### src/hdl/bct_pkg.sv
// ----------------------------------------------------------------------------
// bct_pkg
// Shared types and constants for the battery charge trend and percent block.
// ----------------------------------------------------------------------------
`default_nettype none

package bct_pkg;

    // default millivolt width
    localparam int MV_BITS_DEF = 13;

    localparam int THR_W  = 10;
    localparam int LEN_W  = 4;
    localparam int CNT_W  = 4;
    localparam int PCT_W  = 7;
    localparam int STEP_W = 3;
    localparam int IDX_W  = 3;

    // quotient bits from the divider (percent is below 128)
    localparam int QUO_STEPS = PCT_W;

    // index of the first (most significant) division step
    localparam logic [STEP_W-1:0] STEP_LAST = STEP_W'(QUO_STEPS - 1);

    localparam logic [PCT_W-1:0] PCT_FULL = 7'd100;
    localparam logic [CNT_W-1:0] CNT_MAX  = 4'd15;

    // register reset values
    localparam logic [THR_W-1:0] THR_RST   = 10'd5;
    localparam logic [LEN_W-1:0] RISE_RST  = 4'd3;
    localparam logic [LEN_W-1:0] FALL_RST  = 4'd3;
    localparam int               EMPTY_RST = 3300;
    localparam int               FULL_RST  = 4200;

    // register indexes
    localparam logic [IDX_W-1:0] REG_STEP_THR  = 3'd0;
    localparam logic [IDX_W-1:0] REG_RISE_LEN  = 3'd1;
    localparam logic [IDX_W-1:0] REG_FALL_LEN  = 3'd2;
    localparam logic [IDX_W-1:0] REG_EMPTY_MV  = 3'd3;
    localparam logic [IDX_W-1:0] REG_FULL_MV   = 3'd4;

    // controller to datapath commands
    typedef struct packed {
        logic              load;     // take the sample, update the trend
        logic              prep;     // form numerator, divisor, clamps
        logic              step;     // one restoring division step
        logic [STEP_W-1:0] step_idx; // quotient bit of this step
        logic              push;     // move the result into the output register
    } t_cmd;

endpackage

`default_nettype wire

### src/hdl/bct_ctrl.sv
// ----------------------------------------------------------------------------
// bct_ctrl
// Sequencer: accept, prepare, seven division steps, hand the result over to
// the output register.
// ----------------------------------------------------------------------------
`default_nettype none

module bct_ctrl (
    input  wire logic          i_clk,
    input  wire logic          i_rst_n,
    input  wire logic          i_valid,
    output logic               o_stall,
    output logic               o_valid,
    input  wire logic          i_stall,
    output logic               o_cfg_ready,
    output bct_pkg::t_cmd      o_cmd
);

    typedef enum logic [3:0] {
        S_IDLE = 4'b0001,
        S_PREP = 4'b0010,
        S_DIV  = 4'b0100,
        S_DONE = 4'b1000
    } t_state;

    t_state                      r_state, n_state;
    logic [bct_pkg::STEP_W-1:0]  r_step, n_step;
    logic                        r_out_valid, n_out_valid;
    logic                        w_push;

    // finished result moves out when the output register is free or leaving
    assign w_push = (r_state == S_DONE) && (!r_out_valid || !i_stall);

    always_comb begin
        n_state     = r_state;
        n_step      = r_step;
        n_out_valid = r_out_valid;
        if (r_out_valid && !i_stall) n_out_valid = 1'b0;
        if (w_push)                  n_out_valid = 1'b1;
        unique case (r_state)
            S_IDLE: begin
                if (i_valid) n_state = S_PREP;
            end
            S_PREP: begin
                n_state = S_DIV;
                n_step  = bct_pkg::STEP_LAST;
            end
            S_DIV: begin
                if (r_step == '0) n_state = S_DONE;
                else              n_step  = r_step - 1'b1;
            end
            S_DONE: begin
                if (w_push) n_state = S_IDLE;
            end
            default: n_state = S_IDLE;
        endcase
    end

    always_ff @(posedge i_clk) begin
        if (!i_rst_n) begin
            r_state     <= S_IDLE;
            r_step      <= '0;
            r_out_valid <= 1'b0;
        end else begin
            r_state     <= n_state;
            r_step      <= n_step;
            r_out_valid <= n_out_valid;
        end
    end

    assign o_stall     = (r_state != S_IDLE);
    assign o_valid     = r_out_valid;
    assign o_cfg_ready = (r_state == S_IDLE) && !r_out_valid;

    always_comb begin
        o_cmd.load     = (r_state == S_IDLE) && i_valid;
        o_cmd.prep     = (r_state == S_PREP);
        o_cmd.step     = (r_state == S_DIV);
        o_cmd.step_idx = r_step;
        o_cmd.push     = w_push;
    end

endmodule

`default_nettype wire

### src/hdl/bct_dp.sv
// ----------------------------------------------------------------------------
// bct_dp
// Datapath: config registers, trend tracking, restoring percent divider.
// ----------------------------------------------------------------------------
`default_nettype none

module bct_dp #(
    parameter int MV_BITS = bct_pkg::MV_BITS_DEF
) (
    input  wire logic                        i_clk,
    input  wire logic                        i_rst_n,
    input  wire bct_pkg::t_cmd               i_cmd,
    input  wire logic                        i_cfg_we,
    input  wire logic [bct_pkg::IDX_W-1:0]   i_cfg_index,
    input  wire logic [MV_BITS-1:0]          i_cfg_data,
    input  wire logic [MV_BITS-1:0]          i_sample_mv,
    output logic      [bct_pkg::PCT_W-1:0]   o_percent,
    output logic                             o_charging
);

    localparam int MV1   = MV_BITS + 1;
    localparam int NUM_W = MV_BITS + bct_pkg::PCT_W;

    // config
    logic [bct_pkg::THR_W-1:0] r_thr;
    logic [bct_pkg::LEN_W-1:0] r_rise_len, r_fall_len;
    logic [MV_BITS-1:0]        r_empty, r_full;

    // trend state
    logic                      r_have_prev;
    logic [MV_BITS-1:0]        r_prev;
    logic [bct_pkg::CNT_W-1:0] r_rise_cnt, r_fall_cnt;
    logic                      r_flag;

    // division
    logic [MV_BITS-1:0]        r_sample;
    logic [NUM_W-1:0]          r_rem;
    logic [MV_BITS-1:0]        r_den;
    logic [bct_pkg::PCT_W-1:0] r_quot;
    logic                      r_lo, r_hi;

    // result
    logic [bct_pkg::PCT_W-1:0] w_percent;
    logic [bct_pkg::PCT_W-1:0] r_out_percent;
    logic                      r_out_charging;

    always_ff @(posedge i_clk) begin
        if (!i_rst_n) begin
            r_thr      <= bct_pkg::THR_RST;
            r_rise_len <= bct_pkg::RISE_RST;
            r_fall_len <= bct_pkg::FALL_RST;
            r_empty    <= MV_BITS'(bct_pkg::EMPTY_RST);
            r_full     <= MV_BITS'(bct_pkg::FULL_RST);
        end else if (i_cfg_we) begin
            unique case (i_cfg_index)
                bct_pkg::REG_STEP_THR: r_thr      <= i_cfg_data[bct_pkg::THR_W-1:0];
                bct_pkg::REG_RISE_LEN: r_rise_len <= i_cfg_data[bct_pkg::LEN_W-1:0];
                bct_pkg::REG_FALL_LEN: r_fall_len <= i_cfg_data[bct_pkg::LEN_W-1:0];
                bct_pkg::REG_EMPTY_MV: r_empty    <= i_cfg_data;
                bct_pkg::REG_FULL_MV:  r_full     <= i_cfg_data;
                default: ;
            endcase
        end
    end

    // trend decision on the incoming sample
    logic [MV1-1:0]            w_prev_up, w_samp_up;
    logic                      w_rise, w_fall;
    logic [bct_pkg::CNT_W-1:0] w_rise_inc, w_fall_inc;

    always_comb begin
        w_prev_up  = MV1'(r_prev) + MV1'(r_thr);
        w_samp_up  = MV1'(i_sample_mv) + MV1'(r_thr);
        w_rise     = MV1'(i_sample_mv) > w_prev_up;
        w_fall     = w_samp_up < MV1'(r_prev);
        w_rise_inc = (r_rise_cnt == bct_pkg::CNT_MAX) ? r_rise_cnt : r_rise_cnt + 1'b1;
        w_fall_inc = (r_fall_cnt == bct_pkg::CNT_MAX) ? r_fall_cnt : r_fall_cnt + 1'b1;
    end

    always_ff @(posedge i_clk) begin
        if (!i_rst_n) begin
            r_have_prev <= 1'b0;
            r_prev      <= '0;
            r_rise_cnt  <= '0;
            r_fall_cnt  <= '0;
            r_flag      <= 1'b0;
        end else if (i_cmd.load) begin
            r_have_prev <= 1'b1;
            r_prev      <= i_sample_mv;
            if (r_have_prev) begin
                priority if (w_rise) begin
                    r_rise_cnt <= w_rise_inc;
                    r_fall_cnt <= '0;
                    if (w_rise_inc >= r_rise_len) r_flag <= 1'b1;
                end else if (w_fall) begin
                    r_fall_cnt <= w_fall_inc;
                    r_rise_cnt <= '0;
                    if (w_fall_inc >= r_fall_len) r_flag <= 1'b0;
                end else begin
                    r_rise_cnt <= '0;
                    r_fall_cnt <= '0;
                end
            end
        end
    end

    // divider: quotient bit per step, remainder starts as (mv-empty)*100
    logic [MV_BITS-1:0] w_diff;
    logic [NUM_W-1:0]   w_num, w_trial;

    always_comb begin
        w_diff  = r_sample - r_empty;
        w_num   = NUM_W'(w_diff) * NUM_W'(bct_pkg::PCT_FULL);
        w_trial = NUM_W'(r_den) << i_cmd.step_idx;
    end

    always_ff @(posedge i_clk) begin
        if (i_cmd.load) r_sample <= i_sample_mv;
        if (i_cmd.prep) begin
            r_rem  <= w_num;
            r_den  <= r_full - r_empty;
            r_quot <= '0;
            r_lo   <= (r_sample <= r_empty);
            r_hi   <= (r_sample >= r_full);
        end else if (i_cmd.step) begin
            if (r_rem >= w_trial) begin
                r_rem                   <= r_rem - w_trial;
                r_quot[i_cmd.step_idx]  <= 1'b1;
            end
        end
    end

    always_comb begin
        priority if (r_lo) w_percent = '0;
        else if (r_hi)     w_percent = bct_pkg::PCT_FULL;
        else               w_percent = r_quot;
    end

    // output register: holds a finished result while the next item runs
    always_ff @(posedge i_clk) begin
        if (i_cmd.push) begin
            r_out_percent  <= w_percent;
            r_out_charging <= r_flag;
        end
    end

    assign o_percent  = r_out_percent;
    assign o_charging = r_out_charging;

endmodule

`default_nettype wire

### src/hdl/battery_charge_trend_and_percent.sv
// ----------------------------------------------------------------------------
// battery_charge_trend_and_percent
// Tracks rising/falling voltage streaks into a sticky charging flag and
// turns each sample into a whole-number charge percentage.
// ----------------------------------------------------------------------------
//
//  channel  | direction | handshake                  | payload
//  ---------+-----------+----------------------------+---------------------------
//  sample   | in        | i_valid / o_stall          | i_sample_mv
//  result   | out       | o_valid / i_stall          | o_percent, o_charging
//  config   | in        | i_cfg_valid / o_cfg_ready  | i_cfg_index, i_cfg_data
//
//  Accept, a prepare state, seven restoring divide steps (one quotient bit
//  each), then a done state that loads the output register; the shared
//  divider loop finishes one sample before it accepts the next one.
//  A stalled result waits in the output register while the next item runs;
//  the input is stalled whenever the block is not idle. Sync active-low reset
//  loads default registers, clears trend state; config taken only when empty.
// ----------------------------------------------------------------------------
`default_nettype none

module battery_charge_trend_and_percent #(
    parameter int MV_BITS = bct_pkg::MV_BITS_DEF
) (
    input  wire logic                       i_clk,
    input  wire logic                       i_rst_n,
    // sample in
    input  wire logic                       i_valid,
    output logic                            o_stall,
    input  wire logic [MV_BITS-1:0]         i_sample_mv,
    // result out
    output logic                            o_valid,
    input  wire logic                       i_stall,
    output logic [bct_pkg::PCT_W-1:0]       o_percent,
    output logic                            o_charging,
    // config writes
    input  wire logic                       i_cfg_valid,
    output logic                            o_cfg_ready,
    input  wire logic [bct_pkg::IDX_W-1:0]  i_cfg_index,
    input  wire logic [MV_BITS-1:0]         i_cfg_data
);

    bct_pkg::t_cmd w_cmd;

    // sequencer
    bct_ctrl u_ctrl (
        .i_clk       (i_clk),
        .i_rst_n     (i_rst_n),
        .i_valid     (i_valid),
        .o_stall     (o_stall),
        .o_valid     (o_valid),
        .i_stall     (i_stall),
        .o_cfg_ready (o_cfg_ready),
        .o_cmd       (w_cmd)
    );

    // trend tracking, registers, divider and output register
    bct_dp #(
        .MV_BITS (MV_BITS)
    ) u_dp (
        .i_clk       (i_clk),
        .i_rst_n     (i_rst_n),
        .i_cmd       (w_cmd),
        .i_cfg_we    (i_cfg_valid && o_cfg_ready),
        .i_cfg_index (i_cfg_index),
        .i_cfg_data  (i_cfg_data),
        .i_sample_mv (i_sample_mv),
        .o_percent   (o_percent),
        .o_charging  (o_charging)
    );

endmodule

`default_nettype wire
### config.mk
export PLATFORM = sky130hd
export DESIGN_NAME = battery_charge_trend_and_percent
export DESIGN_NICKNAME = d
export VERILOG_FILES = /design/src/hdl/bct_pkg.sv /design/src/hdl/bct_ctrl.sv /design/src/hdl/bct_dp.sv /design/src/hdl/battery_charge_trend_and_percent.sv
export SDC_FILE = /design/constraint.sdc
export NUM_CORES = 1
export LEC_CHECK = 0
export ABC_CLOCK_PERIOD_IN_PS = 7800
export BUFFER_PORTS_ARGS = -buffer_cell sky130_fd_sc_hd__buf_2
export CAP_MARGIN = 25
export CORE_UTILIZATION = 35
export CTS_CLUSTER_SIZE = 28
export DETAILED_ROUTE_END_ITERATION = 10
export PLACE_DENSITY = 0.48
export SETUP_SLACK_MARGIN = 0.15
export SLEW_MARGIN = 20
export SYNTH_ARGS = -nofsm -noshare
export SYNTH_HDL_FRONTEND = slang
export SYNTH_SLANG_ARGS = --single-unit
export TNS_END_PERCENT = 10
### constraint.sdc
create_clock -name i_clk -period 7.8 [get_ports i_clk]
set_clock_uncertainty 0.05 [all_clocks]
set_input_delay 0.39 -clock i_clk [delete_from_list [all_inputs] [get_ports i_clk]]
set_output_delay 0.39 -clock i_clk [all_outputs]
set_load 0.01 [all_outputs]
* Yosys cells after proc, flatten, opt, wreduce, memory -nomap -nowiden *
Index checks and enable logic that the tools add are counted.

word-level totals
  register bits after elaboration = 138
  bits of input ports = 34
  output and inout port bits = 11
  word-level logic and storage cells = 110

operators by class
  $add $sub $neg = 8
  multiply operators = 1
  $lt $le $gt $ge = 9
  equal/unequal tests = 16
  shift-type cells = 1
  multiplexer cells = 23
  bitwise operators = 1
  reductions and logical operators = 28

operators by type and width
  operator                 count
  $mux W20                 3
  $mux W4                  8
  $add A13 B10 Y14         2
  $sub A13 B13 Y13         2
  $ge A20 B20 Y1           1
  $shl A13 B3 Y20          1
  $sub A20 B20 Y20         1
  $mul A13 B5 Y18 const B  1
  $reduce_and A2 Y1        9
  $pmux W4 S4              1
  $gt A13 B14 Y1           1
  $lt A14 B13 Y1           1
  $ge A13 B13 Y1           1
  $le A13 B13 Y1           1
  $eq A4 B4 Y1 const B     3
  $reduce_bool A2 Y1       5
  $add A4 B1 Y4 const B    2
  $ge A4 B4 Y1             2
  $ne A2 B2 Y1 const B     4
  $mux W1                  7
  $mux W7                  1
  $or A7 B7 Y7             1
  $eq A3 B2 Y1 const B     2
  $logic_and A1 B1 Y1      6
  19 further kinds         21

* Depth between registers and ports, before layout *
Gate-level depths: netlist of run 1.

  depth in word-level cells = 6
  depth in mapped cells = 22
  gate-level depth less buffers = 22

* By module *
From an unflattened synthesis of run 1, not the netlist that was laid out.

second synthesis, totals
  cell total of the unflattened synthesis = 1229
  area total of the unflattened synthesis = 11050.6 um2

by module, submodules not included
  module                            instances  cells an instance  area an instance (um2)  seq. area each (um2)
  bct_dp                            1          1182               10615.2                 3143.0
  bct_ctrl                          1          46                 429.2                   160.2
  battery_charge_trend_and_percent  1          1                  6.3                     0.0

* Worst setup path before layout of run 1 *
OpenSTA, ideal clock, no wires.

  path type = register to register
  start = register u_dp.r_sample[0]
  end = register u_dp.r_rem[17] (data pin)
  setup time = 0.271 ns
  data arrival time = 4.597 ns
  required time = 7.479 ns
  path slack = 2.882 ns
  cell stages (with the launch flop) = 23
  buffers on the path = 0
  period minus slack after synthesis = 4.918 ns
  cell sequence = edfxtp_1 > inv_1 > ha_1 > fa_1 > nor2b_1 > o21ai_0 > a21boi_0 > o21ai_0 > nor2b_1 > xnor2_1 > ha_1 > ha_1 > inv_1 > fa_1 > inv_1 > ha_1 > or3_1 > a311o_1 > a31oi_1 > o21ai_0 > a21oi_1 > xor2_1 > o22ai_1

on the way
  longest elaborated chain between the ends = 3

RTL lines
  item                    line           source
  start, declared         bct_dp.sv:36   logic [MV_BITS-1:0] r_sample;
  start signal, assigned  bct_dp.sv:118  if (i_cmd.load) r_sample <= i_sample_mv;
  $sub A13 B13 Y13        bct_dp.sv:112  w_diff = r_sample - r_empty;
  $mul A13 B5 Y18         bct_dp.sv:113  w_num = NUM_W'(w_diff) * NUM_W'(bct_pkg::PCT_FULL);
  $mux W20                bct_dp.sv:119  if (i_cmd.prep) begin
  end signal, assigned    bct_dp.sv:120  r_rem <= w_num;
  end signal, assigned    bct_dp.sv:127  r_rem <= r_rem - w_trial;
  end, declared           bct_dp.sv:37   logic [NUM_W-1:0] r_rem;

Every way passes these cells.
A chain may end at the register's enable or synchronous reset.

* Worst setup path after layout of run 1 *
Ends and elaborated chain as after synthesis.

==> results.ini, run 1 <==
[floorplan]
die_width_um = 180
io_pins = 45
design.core.area_mm2 = 0.0309
initial_core_util_pct = 36.0
die_y_um = 180
rows = 64
die_area_mm2 = 0.0325

[final_layout]
diodes = 0
fill_cells = 3189
nets = 1496
regArea_mm2 = 0.00330
design_area_mm2 = 0.0123
multi_input_area_mm2 = 0.00719
drive_gt1_share_pct = 8.13
utilization_pct = 39.9
synthToLayoutAreaGrowth_pct = 10.8

[place]
hpwlAfterDp_um = 21700
placed_cell_area_mm2 = 0.0117
place_congestion = 0.885
port_buffers = 44
dp_slack_ns = 2.40

[synthesis]
ys_ff_latch = 138
ys.warnings.count = 0
synth-edff-count = 54
syn_inst = 1260
seq_area_frac_synth_pct = 29.7
syn_avg_cell_area_um2 = 8.83
synth_cell_types = 71
syn-cell-area_mm2 = 0.0111
async_reset_ff_share_pct = 0
synthFlopType = dfxtp_1
synth_nets = 1465

[pwr]
switching_share_pct = 34.2
finalPower_mw = 2.48
p_comb_share_pct = 35.2
power_density_mw_per_mm2 = 201
clkPwrFrac_pct = 33.1
seq_power_share_pct = 31.8
intPower_mw = 1.63
p_switching_mw = 0.850
peakVddDrop_uv = 167
p_leak_nw = 5.32

[flow_run]
cap_violations = 0

[cts]
post_cts_buffers = 0
clock_path_buffers = 2
cts_resized = 0
hold_buffers = 0
cts_buffers = 17
cts_root_buffer = clkbuf_16
clock-sinks = 138
clk_pin_slew_ns = 0.07
tritoncts = yes
insertion_delay_ns = 0.43
cts_max_level = 4

[setup_path]
crit_start = u_dp.r_sample[0]$_DFFE_PP_
path_buf_inv = 3
crit_path_max_fanout = 5
cp_cell_sequence = inv_1, ha_1, fa_1, nor2b_1, o21ai_0, a21boi_0, o21ai_0, nor2b_1, xnor2_1, ha_1, ha_1, inv_1, fa_1, inv_1, ha_1, or3_1, a311o_1, a31oi_1, o21ai_0, a21oi_1, xor2_1, o22ai_1
regToRegSetupSlack_ns = 2.47
cpMostUsedCell = ha_1
rr_startpoint = u_dp.r_sample[0]$_DFFE_PP_
critical-path-max-stage-delay_ns = 0.49
critPathCaptureType = flop
cp_data_required_time_ns = 7.90
path_class = flop to flop
critical-path-top-delay-family = adder cells
slowest_stage = fa_1
crit_arrival_ns = 5.44
critical_path.startpoint_type = flop

[route]
drt_wl_total_um = 27400
drc = 0
routedWlPerCell_um = 16.1
final_antenna_net_count = 0
vias_per_cell = 5.18
drt-initial-drc-count = 372
route.vias.total = 8803
drtPass1Iterations = 5

[sta]
maxSlewHeadroom_pct = 32.5
setup_viol = 0
final.setup.tns_ns = 0
slew_viol_final = 0
tightest_slew_ns = 1.01
timing.final.ws_setup_ns = 2.47
clock.fmax_ghz = 0.187
finalCritPeriodShare_pct = 68.4
min_period_ns = 5.33
hold_violations = 0
rsz0062_at_grt = no

[global_route]
grt_overflow_total = 0
grt_pass1_wl_um = 45600
grt_use_total_pct = 17.5
grt_start_max_net_pins = 81
grt_pass1_vias = 8875
antenna_found_initial = 0

[hold_path]
min-delay-path-class = input pin to flop
min_from = i_cfg_data[12]

[outcome]
status = complete, no violations

[cell families after synthesis]
family / synth area share, %
buf+inv: 5.60
compound gates: 17.7
flops: 29.7
simple gates: 16.6
xor+xnor: 5.12
fa+ha+maj: 20.1
mux: 5.16
[path summary, 6_finish.rpt]
check	end	cells after the start
setup / recovery	u_dp.r_rem[17]$_DFFE_PP_	22
hold / removal	u_dp.r_full[12]$_SDFFE_PN1P_	3
setup reg to reg	u_dp.r_rem[17]$_DFFE_PP_	22
hold reg to reg	u_dp.r_quot[0]$_SDFFE_PP0P_	2
[layer usage]
layer / part of all wire, % / routed length, µm / up-vias / global-route usage (%)
met5: 0 / 0 / - / 0
met1: 48 / 13100 / 4107 / 21.7
li1: - / - / 4576 / -
met3: 1.7 / 477 / 28 / 2.34
met4: 2.3 / 628 / 0 / 5.78
met2: 48 / 13300 / 92 / 31.1
[tightest hold or removal path, delay by kind of cell]
kind | cells | cell delay [ns]
and+or+nand+nor | 1 | 0.05
muxes | 1 | 0.06
buffers and inverters | 1 | 0.08
[synth_stat cells (19+ instances only)]
cell type / number / area, µm²
nor2b_1: 27 / 169
o21ai_0: 49 / 245
mux2i_1: 36 / 360
nor3_1: 28 / 140
clkbuf_1: 28 / 105
xor2_1: 22 / 193
a21boi_0: 34 / 255
ha_1: 158 / 1980
nand3_1: 51 / 255
nand2_1: 138 / 518
xnor2_1: 43 / 377
inv_1: 118 / 443
a21o_1: 19 / 143
a21oi_1: 70 / 350
dfxtp_1: 84 / 1680
edfxtp_1: 54 / 1620
nor2_1: 65 / 244
[flip-flops by register name, summed over array words and instances (netlist names), 4 cells and up]
register and cells:
u_dp.r_full 13, u_dp.r_empty 13, u_dp.r_sample 13, u_ctrl.r_state 4, u_dp.r_thr 10, u_dp.r_prev 13, u_dp.r_den 13, u_dp.r_rem 20
u_dp.o_percent 7, u_dp.r_fall_len 4, u_dp.r_rise_cnt 4, u_dp.r_quot 7, u_dp.r_rise_len 4, u_dp.r_fall_cnt 4
[power by group through the flow]
stage	registers (mW)	logic, mW	clock network (mW)
global placement	0.805	0.881	0
global route	0.793	1.01	0.874
detailed placement	0.805	0.879	0
finish	0.789	0.873	0.821
CTS	0.789	0.888	0.845
floorplan	0.798	0.679	0
[cell usage in the layout, fill, tap and decap left out, types with 36 or more instances in the layout]
cell type and n:
a21oi_1 70, buf_2 44, dfxtp_1 84, edfxtp_1 54
ha_1 158, inv_1 118, mux2i_1 36, nand2_1 138
nand3_1 51, nor2_1 65, o21ai_0 49, xnor2_1 43
[metrics by stage]
step,std cells,hold WS [ns]
finish,1700,0.142
global route,1700,0.143
CTS,1700,0.123
detailed placement,1668,0.394
global placement,1667,0.382
floorplan,1260,0.358
[layout make-up]
class	count	share of cell area, %
Clock inverter	11	0.893
Inverter	123	3.75
Multi-Input combinational cell	961	58.4
Clock buffer	21	4.00
Timing Repair Buffer	50	2.18
Tap cell	396	4.02
Sequential cell	138	26.8
(Power assumes the default switching activity.)
==> inputs of run 2 (changes only) <==
ABC_CLOCK_PERIOD_IN_PS = 5200   (was 7800)
clock period = 5.2 ns   (was 7.8 ns; I/O delays follow)
==> run 2 against run 1 <==
Against the previous run: total power grew 55%; fmax increased by 11%; sequential share of layout area shrank 0.43 points; register-to-register slack worse by 2.1 ns; critical path depth is 1 lower; largest power group unchanged; worst hold slack lost 0.12 ns; critical path type unchanged; clock power rose by 56%; largest cell class unchanged.
==> results.ini, run 2 (same netlist as run 1, synthesis figures left out) <==
[outcome]
status = complete, no violations

[floorplan]
io_pins = 45  ; unchanged
initial_core_util_pct = 36.0  ; unchanged
rows = 64  ; unchanged
design.core.area_mm2 = 0.0309  ; unchanged
die_y_um = 180  ; unchanged
die_area_mm2 = 0.0325  ; unchanged
die_width_um = 180  ; unchanged

[setup_path]
crit_path_max_fanout = 4  ; -1
critical-path-top-delay-family = adder cells
critical_path.startpoint_type = flop
cp_data_required_time_ns = 5.32  ; -2.58 ns
reg2regPathDepth = 21  ; -4.5%
path_class = flop to flop
critical-path-max-stage-delay_ns = 0.52  ; +0.03 ns
r2r-end = u_dp.r_rem[19]$_DFFE_PP_
critPathCaptureType = flop
regToRegSetupSlack_ns = 0.38  ; -2.09 ns
rr_startpoint = u_dp.r_sample[3]$_DFFE_PP_
crit_start = u_dp.r_sample[3]$_DFFE_PP_
cp_cell_sequence = ha_4, a21oi_1, nor2b_1, o31a_1, o2111ai_2, nand3_2, nor2_2, xnor2_1, ha_1, ha_1, inv_1, fa_1, inv_1, ha_1, a21o_1, a21oi_2, nand2b_1, o2111ai_1, a21o_1, nand3_1, o31ai_4
path_buf_inv = 2  ; -1
cpMostUsedCell = ha_1
slowest_stage = fa_1
crit_arrival_ns = 4.94  ; -0.50 ns

[place]
port_buffers = 44  ; unchanged
place_congestion = 0.800  ; -9.6%
hpwlAfterDp_um = 22000  ; +1.8%
placed_cell_area_mm2 = 0.0118  ; +0.45%
dp_slack_ns = -0.00516  ; -2.41 ns

[final_layout]
drive_gt1_share_pct = 10.4  ; +2.2 points
layout_common_cells = ha_1, nand2_1, inv_1
regMostFlops = u_dp.r_rem
design_area_mm2 = 0.0125  ; +1.7%
final_common_cell = ha_1
largest_reg_flops = 20  ; unchanged
synthToLayoutAreaGrowth_pct = 12.7
diodes = 0  ; unchanged
utilization_pct = 40.5  ; +0.67 points
nets = 1506  ; +0.67%

[global_route]
grt_pass1_wl_um = 45800  ; +0.47%
grt_start_max_net_pins = 52  ; -36%
grt_use_total_pct = 17.7  ; +0.16 points
grt.met1_usage_pct = 22.2  ; +0.52 points
grt_util_met3_pct = 2.59  ; +0.24 points
grt_overflow_total = 0  ; unchanged
antenna_found_initial = 0  ; unchanged
grt_pass1_vias = 8863  ; -0.14%
grt-busiest-layer = met2
grtUsageMet2_pct = 31.0  ; -0.062 points

[pwr]
clkPwrFrac_pct = 33.4  ; +0.3 points
p_leak_nw = 5.40  ; +1.5%
intPower_mw = 2.54  ; +55%
finalPower_mw = 3.85  ; +55%
switching_share_pct = 34.0  ; -0.24 points
p_switching_mw = 1.31  ; +54%
power_density_mw_per_mm2 = 307  ; +52%
p_comb_share_pct = 35.9  ; +0.7 points
seq_power_share_pct = 30.7  ; -1.1 points
peakVddDrop_uv = 229  ; +37%

[cts]
tritoncts = yes
cts_buffers = 17  ; unchanged
clk_pin_slew_ns = 0.07  ; about the same
clock_path_buffers = 2  ; unchanged
cts_max_level = 4  ; unchanged
clock-sinks = 138  ; unchanged
insertion_delay_ns = 0.42  ; about the same
hold_buffers = 0  ; unchanged
cts_root_buffer = clkbuf_16

[route]
drtPass1Iterations = 5  ; unchanged
drt_wl_total_um = 27900  ; +1.5%
drc = 0  ; unchanged
vias_per_cell = 5.16  ; -0.33%
drt-initial-drc-count = 451  ; +21%
route.vias.total = 8826  ; +0.26%
routedWlPerCell_um = 16.3  ; +0.93%
final_antenna_net_count = 0  ; unchanged

[sta]
maxSlewHeadroom_pct = 35.4  ; +2.9 points
timing.final.ws_setup_ns = 0.377  ; -2.09 ns
min_period_ns = 4.82  ; -0.511 ns
hold_violations = 0  ; unchanged
clock.fmax_ghz = 0.207  ; +11%
slew_viol_final = 0  ; unchanged
tightest_slew_ns = 0.962  ; -0.0432 ns
rsz0062_at_grt = yes
setup_viol = 0  ; unchanged
finalCritPeriodShare_pct = 92.8  ; +24 points

[hold_path]
holdPathEnd = u_dp.r_full[12]$_SDFFE_PN1P_
min_from = i_cfg_data[12]
min-delay-path-class = input pin to flop
hold_depth = 3  ; unchanged

[flow_run]
cap_violations = 0  ; unchanged

==> run 2: what timing repair did <==
| item | CTS | global route |
|---|---|---|
| endpoints found under the setup margin | 4 | 6 |
| gates resized for setup | 4 | 23 |
| buffers inserted | 0 | 3 |
| pin swaps | 0 | 12 |
==> run 2: worst max path at each step <==
stage	endpoint	cells past startpoint	slack, ns
after floorplan	u_dp.r_rem[17]$_DFFE_PP_	22	0.28
after global placement	u_dp.r_rem[17]$_DFFE_PP_	22	0.06
after detailed placement	u_dp.r_rem[17]$_DFFE_PP_	22	-0.005
after CTS	u_dp.r_rem[17]$_DFFE_PP_	22	0.16
after global routing	u_dp.r_rem[19]$_DFFE_PP_	21	0.08
final	u_dp.r_rem[19]$_DFFE_PP_	21	0.38
==> run 2: metal layers <==
| metal | part of all wire, % | vias up |
|---|---|---|
| met5 | 0 | - |
| met4 | 1.8 | 0 |
| met3 | 1.9 | 23 |
| met2 | 49 | 89 |
| met1 | 48 | 4112 |
| li1 | - | 4602 |
==> run 2: tightest hold or removal path: cells and delay by family <==
kind	cells	cell delay [ns]
muxes	1	0.06
and+or+nand+nor	1	0.06
buffers and inverters	1	0.09
==> run 2: metrics by stage <==
step | cells | hold slack, ns | setup TNS [ns]
after CTS | 1707 | 0.00719 | 0
after detailed placement | 1675 | 0.383 | -0.00516
final | 1710 | 0.0182 | 0
after global routing | 1710 | 0.0220 | 0
after global placement | 1674 | 0.378 | 0
after floorplan | 1260 | 0.309 | 0
==> run 2: final cells by class <==
cell class | instances | area (µm²)
Clock buffer | 21 | 493
Sequential cell | 138 | 3300
Timing Repair Buffer | 60 | 344
Fill cell | 3133 | 18400
Multi-Input combinational cell | 961 | 7300
Clock inverter | 11 | 131
Inverter | 123 | 462
Tap cell | 396 | 495
==> run 2: power groups by stage <==
stage	Sequential [mW]	Combinational, mW	Clock (mW)
2_1_floorplan	1.20	1.02	0
3_3_place_gp	1.20	1.32	0
3_5_place_dp	1.21	1.32	0
4_1_cts	1.18	1.35	1.32
5_1_grt	1.19	1.57	1.36
6_report	1.18	1.38	1.28
